<file path="config.mk">
export PLATFORM = sky130hd
export DESIGN_NAME = srd_sqrt_cell
export DESIGN_NICKNAME = d
export VERILOG_FILES = /design/src/rtl/srd_pkg.sv /design/src/rtl/srd_sqrt_cell.sv
export SDC_FILE = /design/constraint.sdc
export NUM_CORES = 1
export LEC_CHECK = 0
export ABC_AREA = 1
export ABC_CLOCK_PERIOD_IN_PS = 1800
export BUFFER_PORTS_ARGS = -buffer_cell sky130_fd_sc_hd__buf_2
export CAP_MARGIN = 20
export CORE_MARGIN = 3
export CORE_UTILIZATION = 43
export CTS_CLUSTER_SIZE = 8
export DETAILED_ROUTE_END_ITERATION = 16
export PLACE_DENSITY_LB_ADDON = 0.15
export SKIP_CTS_REPAIR_TIMING = 1
export SYNTH_ARGS = -nofsm -noshare
export SYNTH_HDL_FRONTEND = slang
export SYNTH_SLANG_ARGS = --single-unit
</file>
<file path="constraint.sdc">
create_clock -name clk -period 1.8 [get_ports clk]
set_input_delay 0.18 -clock clk [delete_from_list [all_inputs] [get_ports clk]]
set_output_delay 0.18 -clock clk [all_outputs]
set_load 0.005 [all_outputs]
</file>
<file path="src/rtl/srd_pkg.sv">
`timescale 1ns / 1ps
// ----------------------------------------------------------------------------
// srd_pkg
// Shared widths, constants and beat structures for the scaled radial
// deadzone pipeline.
// ----------------------------------------------------------------------------
package srd_pkg;

  localparam int AXIS_W = 16;
  localparam int DZ_W   = AXIS_W - 1;
  localparam int MAG_W  = AXIS_W;
  localparam int SQ_W   = 2 * AXIS_W;
  localparam int ROOT_W = AXIS_W;
  localparam int REM_W  = ROOT_W + 1;
  localparam int DEN_W  = 2 * AXIS_W - 1;
  localparam int Q_W    = AXIS_W + 1;
  localparam int PRE_SH = Q_W - (AXIS_W - 1);
  localparam int LAT    = 3 + ROOT_W + 3 + Q_W + 1;

  localparam logic [MAG_W-1:0] AXIS_ONE = MAG_W'(1) << (AXIS_W - 1);
  localparam logic [DZ_W-1:0]  DZ_RESET = DZ_W'(AXIS_ONE >> 2);

  typedef struct packed {
    logic [MAG_W-1:0] ax;
    logic [MAG_W-1:0] ay;
    logic             nx;
    logic             ny;
    logic [DZ_W-1:0]  dz;
    logic             in_dz;
    logic             zero;
  } srd_side_t;

  typedef struct packed {
    logic nx;
    logic ny;
    logic in_dz;
    logic zero;
  } srd_tail_t;

  typedef struct packed {
    logic [SQ_W-1:0]   src;
    logic [REM_W-1:0]  rem;
    logic [ROOT_W-1:0] root;
  } srd_sqrt_t;

  typedef struct packed {
    logic [DEN_W-1:0] r;
    logic [Q_W-1:0]   q;
    logic [Q_W-1:0]   nb;
    logic             sat;
  } srd_lane_t;

endpackage

</file>
<file path="src/rtl/srd_sqrt_cell.sv">
`timescale 1ns / 1ps
// ----------------------------------------------------------------------------
// srd_sqrt_cell
// One digit of the integer square root: takes two radicand bits, settles
// one root bit and passes the beat on to the next cell.
// ----------------------------------------------------------------------------
module srd_sqrt_cell (
  input  logic              clk,
  input  srd_pkg::srd_sqrt_t st_in,
  input  srd_pkg::srd_side_t sd_in,
  output srd_pkg::srd_sqrt_t st_out,
  output srd_pkg::srd_side_t sd_out
);
  import srd_pkg::*;

  logic [REM_W+1:0] cat;
  logic [REM_W+1:0] trial;
  logic [REM_W+1:0] diff;
  srd_sqrt_t        st_nxt;
  srd_sqrt_t        st_r;
  srd_side_t        sd_r;

  always_comb begin
    cat   = {st_in.rem, st_in.src[SQ_W-1 -: 2]};
    trial = {1'b0, st_in.root, 2'b01};
    diff  = cat - trial;
    st_nxt.src = st_in.src << 2;
    if (cat >= trial) begin
      st_nxt.rem  = diff[REM_W-1:0];
      st_nxt.root = {st_in.root[ROOT_W-2:0], 1'b1};
    end else begin
      st_nxt.rem  = cat[REM_W-1:0];
      st_nxt.root = {st_in.root[ROOT_W-2:0], 1'b0};
    end
  end

  always_ff @(posedge clk) begin
    st_r <= st_nxt;
    sd_r <= sd_in;
  end

  assign st_out = st_r;
  assign sd_out = sd_r;

endmodule

</file>
==> summary.md <==
- flops & latches, synth: 114
- worst hold margin: 0.2002 ns
- most frequent standard cell in the layout excluding fill and tap cells: sky130_fd_sc_hd__buf_2
- count of standard-cell rows: 33
- worst setup slack before clock tree synthesis: -0.003567 ns
- worst hold-check path type: in2reg
- Max Freq: 580.2 MHz
- maximum number of buffers from clock root to sink: 2
- launching element type of the critical path: input pin
- fraction of registers with async set or reset after synthesis: 0%
- maximum number of pins on one net before global-route repair: 19
- Antenna Diode Count: 0
- vias after detailed routing: 3965
- largest voltage drop on the vdd net: 0.5674 mV
- layout overhead on the synthesized area: 77.67%
- warnings from Yosys: 0
- status: complete, no violations
- number of nets still failing antenna checks after routing: 0
- ratio of cells with drive above 1 in the final layout: 38.09%
- area of all sequential standard cells: 2282 um2
- Synth cell types: 25
- setup violators final: 0
- Initial Utilization: 45.41%
- number of antenna violations at the first check in global routing: 0
- PnR worst setup slack: 0.07650 ns
- Routed WL: 13910 um
- TritonCTS clock tree: built
- commonest cells after routing, fill and taps aside: 230 x sky130_fd_sc_hd__buf_2, 116 x sky130_fd_sc_hd__nand2_1, 114 x sky130_fd_sc_hd__dfxtp_1, 113 x sky130_fd_sc_hd__dlygate4sd3_1, 62 x sky130_fd_sc_hd__inv_1
- cell-by-cell trace of the critical path: dlygate4sd3_1 > buf_2 > ha_1 > a21oi_1 > a21oi_2 > nor2_4 > buf_4 > nand3_1 > nand2_1
- Worst Path Buf+Inv: 3
- Crit path largest cell delay: 0.53 ns
- path type of the worst setup path: in2reg
- number of iterations in the first detailed-routing pass: 4
- width of the die: 100.5 um
- fin. max-slew vios: 0
- hold violation count in the final report: 0
- cell count after placement: 745
- total congestion overflow: 0
- Crit Path Max Fanout: 7
- Die Footprint: 10110 um2
- Core Area: 8464 um2
- vias in the first global route: 3312
- number of port buffers: 230
- Root Driver: sky130_fd_sc_hd__clkbuf_8
- largest delay contributor family on the critical path: buffers and inverters
- arrival time worst endpoint: 2.16 ns
- GR Util All Layers: 20.34%
- number of vias per cell: 4.455
- filler instances: 535
- number of DRC markers after the initial detailed-route iteration: 101
- part of the Yosys area used for sequential elements: 59.38%
- final clock period utilization by the worst path: 95.75%
- RD Place Congestion: 0.8498
- mean instance size in the synthesized netlist: 9.352 um2
- total CTS buffers: 17
- count of placed standard cells in the final layout, fillers left out: 890
- number of clock sinks: 114
- power density over cell area: 1058 nW/um2
- placed wire-length estimate after detailed placement: 8498 um
- CTS clk-pin slew, worst paths: 0.06 ns
- Cell Area, Synth: 3844 um2
- leakage power total: 3.690 nW
- CTS H-Tree Depth: 4
- cells after synthesis: 411
- worst setup path startpoint: st_in[28]
- routed wirelength normalized by instance count: 15.63 um
- die height: 100.5 um
- dominant register cell in the synthesized netlist: sky130_fd_sc_hd__dfxtp_1
- min cycle time layout: 1.723 ns
- area used by multi-input combinational logic: 1267 um2
- Final #Nets: 907
- IO Pins: 233
- slowest stage cell, crit path: sky130_fd_sc_hd__dlygate4sd3_1
- max-cap check violation count: 0
- startpoint of the worst hold path: st_in[17]
- detailed-route DRC error count: 0
- first-pass GRT wire length: 15990 um
- Post-synth EDFFs: 0
- CP endpoint kind: register
- required arrival time at the worst endpoint: 2.24 ns
power breakdown:
part | internal [mW] | switching (mW)
clock network | 2.13 | 1.22
logic | 0.558 | 0.546
registers | 2.71 | 0.0528
synth_stat cells (3+ instances only):
library cell | number | area [um2]
sky130_fd_sc_hd__nor2_4 | 4 | 45.04
sky130_fd_sc_hd__inv_1 | 62 | 232.7
sky130_fd_sc_hd__nand2_2 | 17 | 106.4
sky130_fd_sc_hd__a21oi_1 | 11 | 55.05
sky130_fd_sc_hd__nand3_1 | 30 | 150.1
sky130_fd_sc_hd__nor3_1 | 3 | 15.01
sky130_fd_sc_hd__nor2_1 | 6 | 22.52
sky130_fd_sc_hd__xor2_1 | 5 | 43.79
sky130_fd_sc_hd__ha_1 | 18 | 225.2
sky130_fd_sc_hd__dfxtp_1 | 114 | 2282
sky130_fd_sc_hd__nand4_1 | 3 | 18.77
sky130_fd_sc_hd__nand2_1 | 116 | 435.4
sky130_fd_sc_hd__buf_4 | 4 | 30.03
sky130_fd_sc_hd__inv_2 | 4 | 15.01
flip-flops by register name, indices dropped and copies added (netlist names):
name / count
st_out: 63
sd_out: 51
metal layers:
metal	routed length, um	track usage, %
met5	0	0
met4	354	5.181
met3	888	6.505
met2	7423	38.63
met1	5243	21.52
final cells by class:
type,instances,area share (%)
Clock buffer,18,6.119
Timing Repair Buffer,346,33.75
Tap cell,105,1.924
Multi-Input combinational cell,227,18.56
Inverter,66,3.628
Sequential cell,114,33.42
Clock inverter,14,2.602
per-stage QoR:
stage	util (%)	area [um2]	total power, mW	TNS (ns)
2_1_floorplan	-	3847	3.277	0
3_3_place_gp	60.28	5102	3.672	0
3_5_place_dp	60.28	5102	3.691	-0.003567
4_1_cts	67.32	5698	7.017	0
5_1_grt	80.68	6829	7.515	-0.08572
6_report	80.68	6829	7.223	0
kinds of logic after synthesis:
group	Yosys count	synth area share (%)
buf+inv	71	7.747
other cells	1	0.09756
xor+xnor	7	1.595
flops	114	59.38
simple gates	187	23.18
fa+ha+maj	18	5.859
compound gates	13	2.148
final timing paths:
check	endpoint	slack, ns	depth (start not counted)
max	st_out[26]$_DFF_P_	0.08	9
min	st_out[19]$_DFF_P_	0.20	5
No activity file was read; power rests on OpenSTA's default activity.
