==> config.mk <==
export PLATFORM = sky130hd
export DESIGN_NAME = srd_div_cell
export DESIGN_NICKNAME = d
export VERILOG_FILES = /design/src/rtl/srd_pkg.sv /design/src/rtl/srd_div_cell.sv
export SDC_FILE = /design/constraint.sdc
export NUM_CORES = 1
export LEC_CHECK = 0
export ABC_AREA = 1
export BUFFER_PORTS_ARGS = -buffer_cell sky130_fd_sc_hd__buf_2
export CAP_MARGIN = 20
export CORE_MARGIN = 4
export CORE_UTILIZATION = 54
export CTS_CLUSTER_SIZE = 40
export DETAILED_ROUTE_END_ITERATION = 10
export GPL_ROUTABILITY_DRIVEN = 1
export PLACE_DENSITY = 0.95
export SETUP_SLACK_MARGIN = 0.05
export SYNTH_ARGS = -nofsm -noshare
export SYNTH_HDL_FRONTEND = slang
export SYNTH_SLANG_ARGS = --single-unit
==> constraint.sdc <==
create_clock -name clk -period 5.3 [get_ports clk]
set_clock_uncertainty 0.2 [all_clocks]
set_input_delay 0.795 -clock clk [delete_from_list [all_inputs] [get_ports clk]]
set_output_delay 0.795 -clock clk [all_outputs]
set_load 0.03 [all_outputs]
==> src/rtl/srd_pkg.sv <==
`timescale 1ns / 1ps
// ----------------------------------------------------------------------------
// srd_pkg
// Shared widths, constants and beat structures for the scaled radial
// deadzone pipeline.
// ----------------------------------------------------------------------------
package srd_pkg;

  localparam int AXIS_W = 16;
  localparam int DZ_W   = AXIS_W - 1;
  localparam int MAG_W  = AXIS_W;
  localparam int SQ_W   = 2 * AXIS_W;
  localparam int ROOT_W = AXIS_W;
  localparam int REM_W  = ROOT_W + 1;
  localparam int DEN_W  = 2 * AXIS_W - 1;
  localparam int Q_W    = AXIS_W + 1;
  localparam int PRE_SH = Q_W - (AXIS_W - 1);
  localparam int LAT    = 3 + ROOT_W + 3 + Q_W + 1;

  localparam logic [MAG_W-1:0] AXIS_ONE = MAG_W'(1) << (AXIS_W - 1);
  localparam logic [DZ_W-1:0]  DZ_RESET = DZ_W'(AXIS_ONE >> 2);

  typedef struct packed {
    logic [MAG_W-1:0] ax;
    logic [MAG_W-1:0] ay;
    logic             nx;
    logic             ny;
    logic [DZ_W-1:0]  dz;
    logic             in_dz;
    logic             zero;
  } srd_side_t;

  typedef struct packed {
    logic nx;
    logic ny;
    logic in_dz;
    logic zero;
  } srd_tail_t;

  typedef struct packed {
    logic [SQ_W-1:0]   src;
    logic [REM_W-1:0]  rem;
    logic [ROOT_W-1:0] root;
  } srd_sqrt_t;

  typedef struct packed {
    logic [DEN_W-1:0] r;
    logic [Q_W-1:0]   q;
    logic [Q_W-1:0]   nb;
    logic             sat;
  } srd_lane_t;

endpackage

==> src/rtl/srd_div_cell.sv <==
`timescale 1ns / 1ps
// ----------------------------------------------------------------------------
// srd_div_cell
// One restoring division step for both axes against a shared divisor:
// brings down one dividend bit, settles one quotient bit per axis.
// ----------------------------------------------------------------------------
module srd_div_cell (
  input  logic                     clk,
  input  logic [srd_pkg::DEN_W-1:0] den_in,
  input  srd_pkg::srd_lane_t       lx_in,
  input  srd_pkg::srd_lane_t       ly_in,
  input  srd_pkg::srd_tail_t       tl_in,
  output logic [srd_pkg::DEN_W-1:0] den_out,
  output srd_pkg::srd_lane_t       lx_out,
  output srd_pkg::srd_lane_t       ly_out,
  output srd_pkg::srd_tail_t       tl_out
);
  import srd_pkg::*;

  logic [DEN_W-1:0] den_r;
  srd_lane_t        lx_r;
  srd_lane_t        ly_r;
  srd_tail_t        tl_r;
  srd_lane_t        lx_nxt;
  srd_lane_t        ly_nxt;

  function automatic srd_lane_t step(input srd_lane_t l, input logic [DEN_W-1:0] d);
    logic [DEN_W:0] sh;
    logic [DEN_W:0] dd;
    logic [DEN_W:0] sub;
    srd_lane_t      o;
    sh    = {l.r, l.nb[Q_W-1]};
    dd    = {1'b0, d};
    sub   = sh - dd;
    o.nb  = l.nb << 1;
    o.sat = l.sat;
    if (sh >= dd) begin
      o.r = sub[DEN_W-1:0];
      o.q = {l.q[Q_W-2:0], 1'b1};
    end else begin
      o.r = sh[DEN_W-1:0];
      o.q = {l.q[Q_W-2:0], 1'b0};
    end
    return o;
  endfunction

  always_comb begin
    lx_nxt = step(lx_in, den_in);
    ly_nxt = step(ly_in, den_in);
  end

  always_ff @(posedge clk) begin
    den_r <= den_in;
    lx_r  <= lx_nxt;
    ly_r  <= ly_nxt;
    tl_r  <= tl_in;
  end

  assign den_out = den_r;
  assign lx_out  = lx_r;
  assign ly_out  = ly_r;
  assign tl_out  = tl_r;

endmodule
==> results.tsv, run 1 <==
metric	value	unit
drt-total-wl	30500	µm
leakage	0.00703	µW
fin_hold_ws	0.250	ns
drc_errors	0	
hold_buffers	0	
wl_per_cell	15.5	µm
yosysWarnings	0	
maxCapViolations	0	
grt_usage	31.4	%
fin_tns_setup	0	ns
vias	9654	
async_flop_share	0	%
synth_area	0.00903	mm²
coreArea	0.0165	mm²
worstPathMaxFanout	35	
rsz0062_at_grt	no	
yosysSeqAreaShare	36.6	%
synthTopCellsByCount	nand2_1, inv_1, dfxtp_1	
fin_crit_sh	60.1	%
synth-seq-cells	165	
cts.path.max_buffers	2	
grt_max_degree	36	
layout-drive-gt1-share	22.1	%
ios	335	
relSlewSlack	62.1	%
dp.cells	1935	
cp.arrival	3.29	ns
min_path_type	input port to register	
post-cts-setup-buffers	0	
via_per_inst	4.90	
cts-resized-gates	0	
drtPass1Iterations	5	
htree_levels	4	
crit_type	input port to register	
nets	1966	
clockRootBuffer	clkbuf_16	
rows	47	
max_freq	0.314	GHz
cts_made_buffers	17	
worstMarginPinSlew	0.567	ns
required	5.41	ns
syn_to_final_growth	26.8	%
die_height	137	µm
status	completed	
yosys.area.top_type	dfxtp_1	
drt-initial-drc-count	766	
setup_violations	0	
cp-end-kind	register	
fp.dieW	137	µm
syn_area_per_cell	6.46	µm²
final_antenna_net_count	0	
globalRouteOverflowTotal	0	
yosysTopAreaCellShare	36.6	%
synth.area.top_cells	dfxtp_1, nand2_1, inv_1	
path_clk_slew	0.07	ns
powerDensity	332	mW/mm²
grt_pass1_vias	8930	
finalCriticalPeriod	3.19	ns
gp_congestion	0.973	
antenna_found_initial	6	
io_buffers	330	
ys_types	27	
cts_sinks	165	
synth_edf_count	0	
syn_inst	1398	
irDropWorstVdd	0.250	mV
hold_viol_final	0	
finalNonFillerCells	1972	
synth-main-ff-cell	dfxtp_1	
dieArea	0.0188	mm²
yosysMostFrequentCell	nand2_1	
fillCellCount	1457	
drv_slew	0	
hpwlAfterDp	25500	µm
grt_pass1_wl	45300	µm
initial_core_util	54.8	%
cp-start-kind	input port	
cts_tree	done	
==> per-stage QoR <==
| stage | area, µm² | worst slack (ns) | total power (µW) | util (%) |
|---|---|---|---|---|
| 5_1_grt | 11400 | 1.99 | 3990 | 69.5 |
| 6_report | 11400 | 2.11 | 3800 | 69.5 |
| 2_1_floorplan | 9030 | 2.58 | 2230 | - |
| 3_5_place_dp | 10900 | 1.71 | 2600 | 65.9 |
| 4_1_cts | 11400 | 2.16 | 3800 | 69.5 |
| 3_3_place_gp | 10900 | 1.81 | 2570 | 65.9 |
==> area by class of cell <==
type | instances | area, µm² | area share [%]
clock inverters | 15 | 153 | 1.33
well taps | 220 | 275 | 2.40
diodes | 5 | 12.5 | 0.109
multi-input cells | 940 | 4580 | 40.0
clock buffers | 17 | 425 | 3.72
flip-flops and latches | 165 | 3300 | 28.9
repair buffers | 330 | 1650 | 14.4
inverters | 280 | 1050 | 9.18
==> placed cells by master (no fill, tap or decap) <==
cell | netlist | layout
nor3_1 | 8 | 8
diode_2 | 0 | 5
inv_8 | 0 | 5
clkinv_2 | 0 | 1
inv_1 | 272 | 272
fa_1 | 2 | 2
nand3b_1 | 6 | 6
ha_1 | 62 | 62
nand2_4 | 2 | 2
and2_1 | 4 | 4
nor2_1 | 78 | 78
inv_6 | 0 | 3
nand4_1 | 12 | 12
nor2_4 | 4 | 4
clkinv_4 | 0 | 2
or2_0 | 2 | 2
clkbuf_16 | 0 | 17
nand2_1 | 586 | 586
nand2_2 | 2 | 2
dfxtp_1 | 165 | 165
nand3_1 | 86 | 86
or2_2 | 4 | 4
clkinv_8 | 0 | 2
clkinvlp_4 | 0 | 2
o21bai_1 | 6 | 6
a21oi_1 | 34 | 34
nor2_2 | 4 | 4
conb_1 | 1 | 2
xor2_1 | 28 | 28
inv_2 | 8 | 8
o21ai_0 | 6 | 6
and3_1 | 2 | 2
buf_2 | 8 | 330
==> worst max-delay path: stages <==
cell,delay [ns]
buf_2,0.13
ha_1,0.24
fa_1,0.39
inv_1,0.13
nand2_1,0.09
nand2_1,0.08
nand3_1,0.07
nand2_1,0.14
nand2_1,0.09
nand3_1,0.08
nand2_1,0.09
nand2_4,0.34
inv_2,0.36
nand2_1,0.15
nand2_1,0.12
==> worst paths after layout <==
path / start / to / slack, ns / depth (start not counted)
worst max-delay path: den_in[0] / lx_out[56] / 2.11 / 15
worst min-delay path: lx_in[31] / lx_out[32] / 0.25 / 1
==> cells by family (layout without fill, tap and decap cells) <==
kind of cell    after synthesis  count (layout)  synth area share, %
xor+xnor                     28              28                 2.72
fa+ha+maj                    64              64                 9.04
compound gates               46              46                 2.72
other cells                   1               7               0.0415
buf+inv                     294             642                 12.8
simple gates                800             800                 36.1
flops                       165             165                 36.6
==> sequential cells by signal, indices dropped and copies added, names as in the netlist <==
register  cells
den_out      31
lx_out       65
ly_out       65
tl_out        4
==> metal layers <==
metal / global-route usage [%] / wire [µm] / up-vias
met5: 0 / 12 / -
met4: 14.5 / 1200 / 2
met3: 8.29 / 2960 / 88
met2: 54.0 / 14600 / 457
met1: 36.4 / 11700 / 4247
li1: - / - / 4860
==> where the power goes <==
group,internal [µW],switching (µW),total [µW]
clock network,628,589,1220
registers,1380,35.2,1410
logic,351,821,1170
total,2350,1450,3800
Power figures use the tool's default switching activity.
==> run 2: changes to the inputs <==
--- a/config.mk
+++ b/config.mk
@@ -9,11 +9,11 @@
 export BUFFER_PORTS_ARGS = -buffer_cell sky130_fd_sc_hd__buf_2
 export CAP_MARGIN = 20
 export CORE_MARGIN = 4
-export CORE_UTILIZATION = 54
+export CORE_UTILIZATION = 45
 export CTS_CLUSTER_SIZE = 40
 export DETAILED_ROUTE_END_ITERATION = 10
 export GPL_ROUTABILITY_DRIVEN = 1
-export PLACE_DENSITY = 0.95
+export PLACE_DENSITY = 0.88
 export SETUP_SLACK_MARGIN = 0.05
 export SYNTH_ARGS = -nofsm -noshare
 export SYNTH_HDL_FRONTEND = slang
==> constraint.sdc (replaced) <==
create_clock -name clk -period 2.9 [get_ports clk]
set_clock_uncertainty 0.2 [all_clocks]
set_input_delay 0.435 -clock clk [delete_from_list [all_inputs] [get_ports clk]]
set_output_delay 0.435 -clock clk [all_outputs]
set_load 0.03 [all_outputs]
==> run 2 against run 1 <==
Combinational power grew 97%. Final cell count increased by 8.9%. Setup slack worse by 2.0 ns. Power increased by 92%. Worst hold slack got worse by 0.24 ns. First-iteration DRC count shrank 27%. Sequential power grew 84%. Global-route usage shrank 1.5 points. Routed wire length grew 14%. Clock-buffer cell count stayed put. Critical path type unchanged.
==> results.tsv, run 2 (synthesized netlist as in run 1, its figures left out) <==
metric	value	unit
internal_power	4470	µW
final_antenna_net_count	0	
grt_pass1_wl	51700	µm
multi_input_area	0.00459	mm²
hold_depth	3	
cts_sinks	165	
clockRootBuffer	clkbuf_16	
io_buffers	330	
ff_latch_area	0.00330	mm²
rsz0062_at_grt	no	
holdPathEnd	ly_out[46]	
fin_crit_sh	94.5	%
gp_congestion	0.972	
maxCapViolations	0	
htree_levels	4	
wl_per_cell	16.3	µm
hold_viol_final	0	
hpwlAfterDp	26100	µm
drv_slew	0	
layout-drive-gt1-share	21.6	%
fp.dieW	150	µm
globalRouteOverflowTotal	0	
mostFrequentLayoutCell	nand2_1	
p_total	7300	µW
final_cell_mix	nand2_1, buf_2, inv_1	
drt-total-wl	34900	µm
die_height	150	µm
cp-start-kind	input port	
setup_violations	0	
vias	10300	
coreArea	0.0196	mm²
grt_max_degree	30	
p_seq_share	35.6	%
min_path_type	input port to register	
cts.path.max_buffers	2	
p_sw_share	38.7	%
finish.utilization	65.3	%
leakage	0.00757	µW
powerDensity	570	mW/mm²
finalNonFillerCells	2147	
max_freq	0.365	GHz
p_sw	2830	µW
fin_tns_setup	0	ns
grt_usage	29.9	%
cp-end-kind	register	
cp.arrival	2.87	ns
antenna_found_initial	11	
dp.cells	1991	
syn_to_final_growth	41.7	%
grt_pass1_vias	9966	
status	completed	
cts_made_buffers	17	
dieArea	0.0224	mm²
hp-start	ly_in[45]	
ios	335	
path_clk_slew	0.09	ns
p_clk_share	32.7	%
via_per_inst	4.79	
pwr-share-comb	31.7	%
required	3.03	ns
drt-initial-drc-count	561	
initial_core_util	46.1	%
startpoint	den_in[11]	
rows	51	
finalInstanceArea	0.0128	mm²
dpl-instance-area	0.0110	mm²
irDropWorstVdd	0.370	mV
crit_type	input port to register	
finalCriticalPeriod	2.74	ns
worstPathMaxFanout	12	
cts_tree	done	
nets	2089	
fillCellCount	1717	
drc_errors	0	
drtPass1Iterations	5	
## run 2: cell types whose count changed in the layout (fill, tap and decap cells not counted), moves of 2 or more
| cell | delta |
|---|---|
| clkinv_8 | +4 |
| diode_2 | +7 |
| dlygate4sd3_1 | +110 |
| a21oi_1 | -2 |
| clkinv_4 | -2 |
| buf_4 | +12 |
| inv_12 | +2 |
| inv_2 | -2 |
| a21oi_2 | +2 |
## run 2: power groups by stage
stage | Combinational (µW) | Clock, µW | Sequential (µW)
2_1_floorplan | 928 | 0 | 3140
3_3_place_gp | 2110 | 0 | 2630
3_5_place_dp | 2140 | 0 | 2640
4_1_cts | 2270 | 2400 | 2590
5_1_grt | 2510 | 2490 | 2610
6_report | 2310 | 2380 | 2600
## run 2: layout make-up
cell class,instances,share of cell area (%)
inverter,280,8.29
clock buffer,17,3.32
antenna,12,0.235
timing repair buffer,453,22.3
clock inverter,15,1.56
sequential,165,25.8
multi-input combinational,940,35.9
tap,265,2.59
## run 2: critical path: stages
cell and delay [ns]:
dlygate4sd3_1 0.55, buf_2 0.14, inv_1 0.14, ha_1 0.32, nand2_1 0.17, inv_1 0.05
nand2_1 0.06, nand2_1 0.08, a21oi_1 0.19, nand3_1 0.11, nand2_1 0.11, nand2_4 0.08
buf_4 0.20, nand3_1 0.15, nand2_1 0.08
## run 2: per-stage QoR
stage	worst slack, ns	hold slack [ns]
3_3_place_gp	0.180	0.338
5_1_grt	0.0440	0.00896
6_report	0.159	0.0109
3_5_place_dp	0.140	0.339
2_1_floorplan	0.545	0.263
4_1_cts	0.0620	0.000120
## run 2: per-layer routing
| metal | vias to the layer above | wire length (µm) | global-route usage (%) |
|---|---|---|---|
| met4 | 2 | 1770 | 16.3 |
| met2 | 472 | 16700 | 52.2 |
| li1 | 5119 | - | - |
| met5 | - | 13 | 0 |
| met1 | 4577 | 13600 | 33.6 |
| met3 | 122 | 2840 | 7.33 |
## run 2: worst max-delay path by stage
stage	to	slack [ns]	cells after the start
global placement	ly_out[64]	0.18	14
CTS	ly_out[44]	0.06	15
detailed placement	ly_out[64]	0.14	14
finish	lx_out[53]	0.16	15
global route	ly_out[56]	0.04	15
floorplan	ly_out[41]	0.54	17
## run 2: what timing repair did
item / 4_1_cts / 5_1_grt
setup endpoints to repair: 0 / 58
hold buffers: 110 / 0
buffers inserted: 0 / 2
gates resized for setup: 0 / 11
hold endpoints to repair: 110 / 0
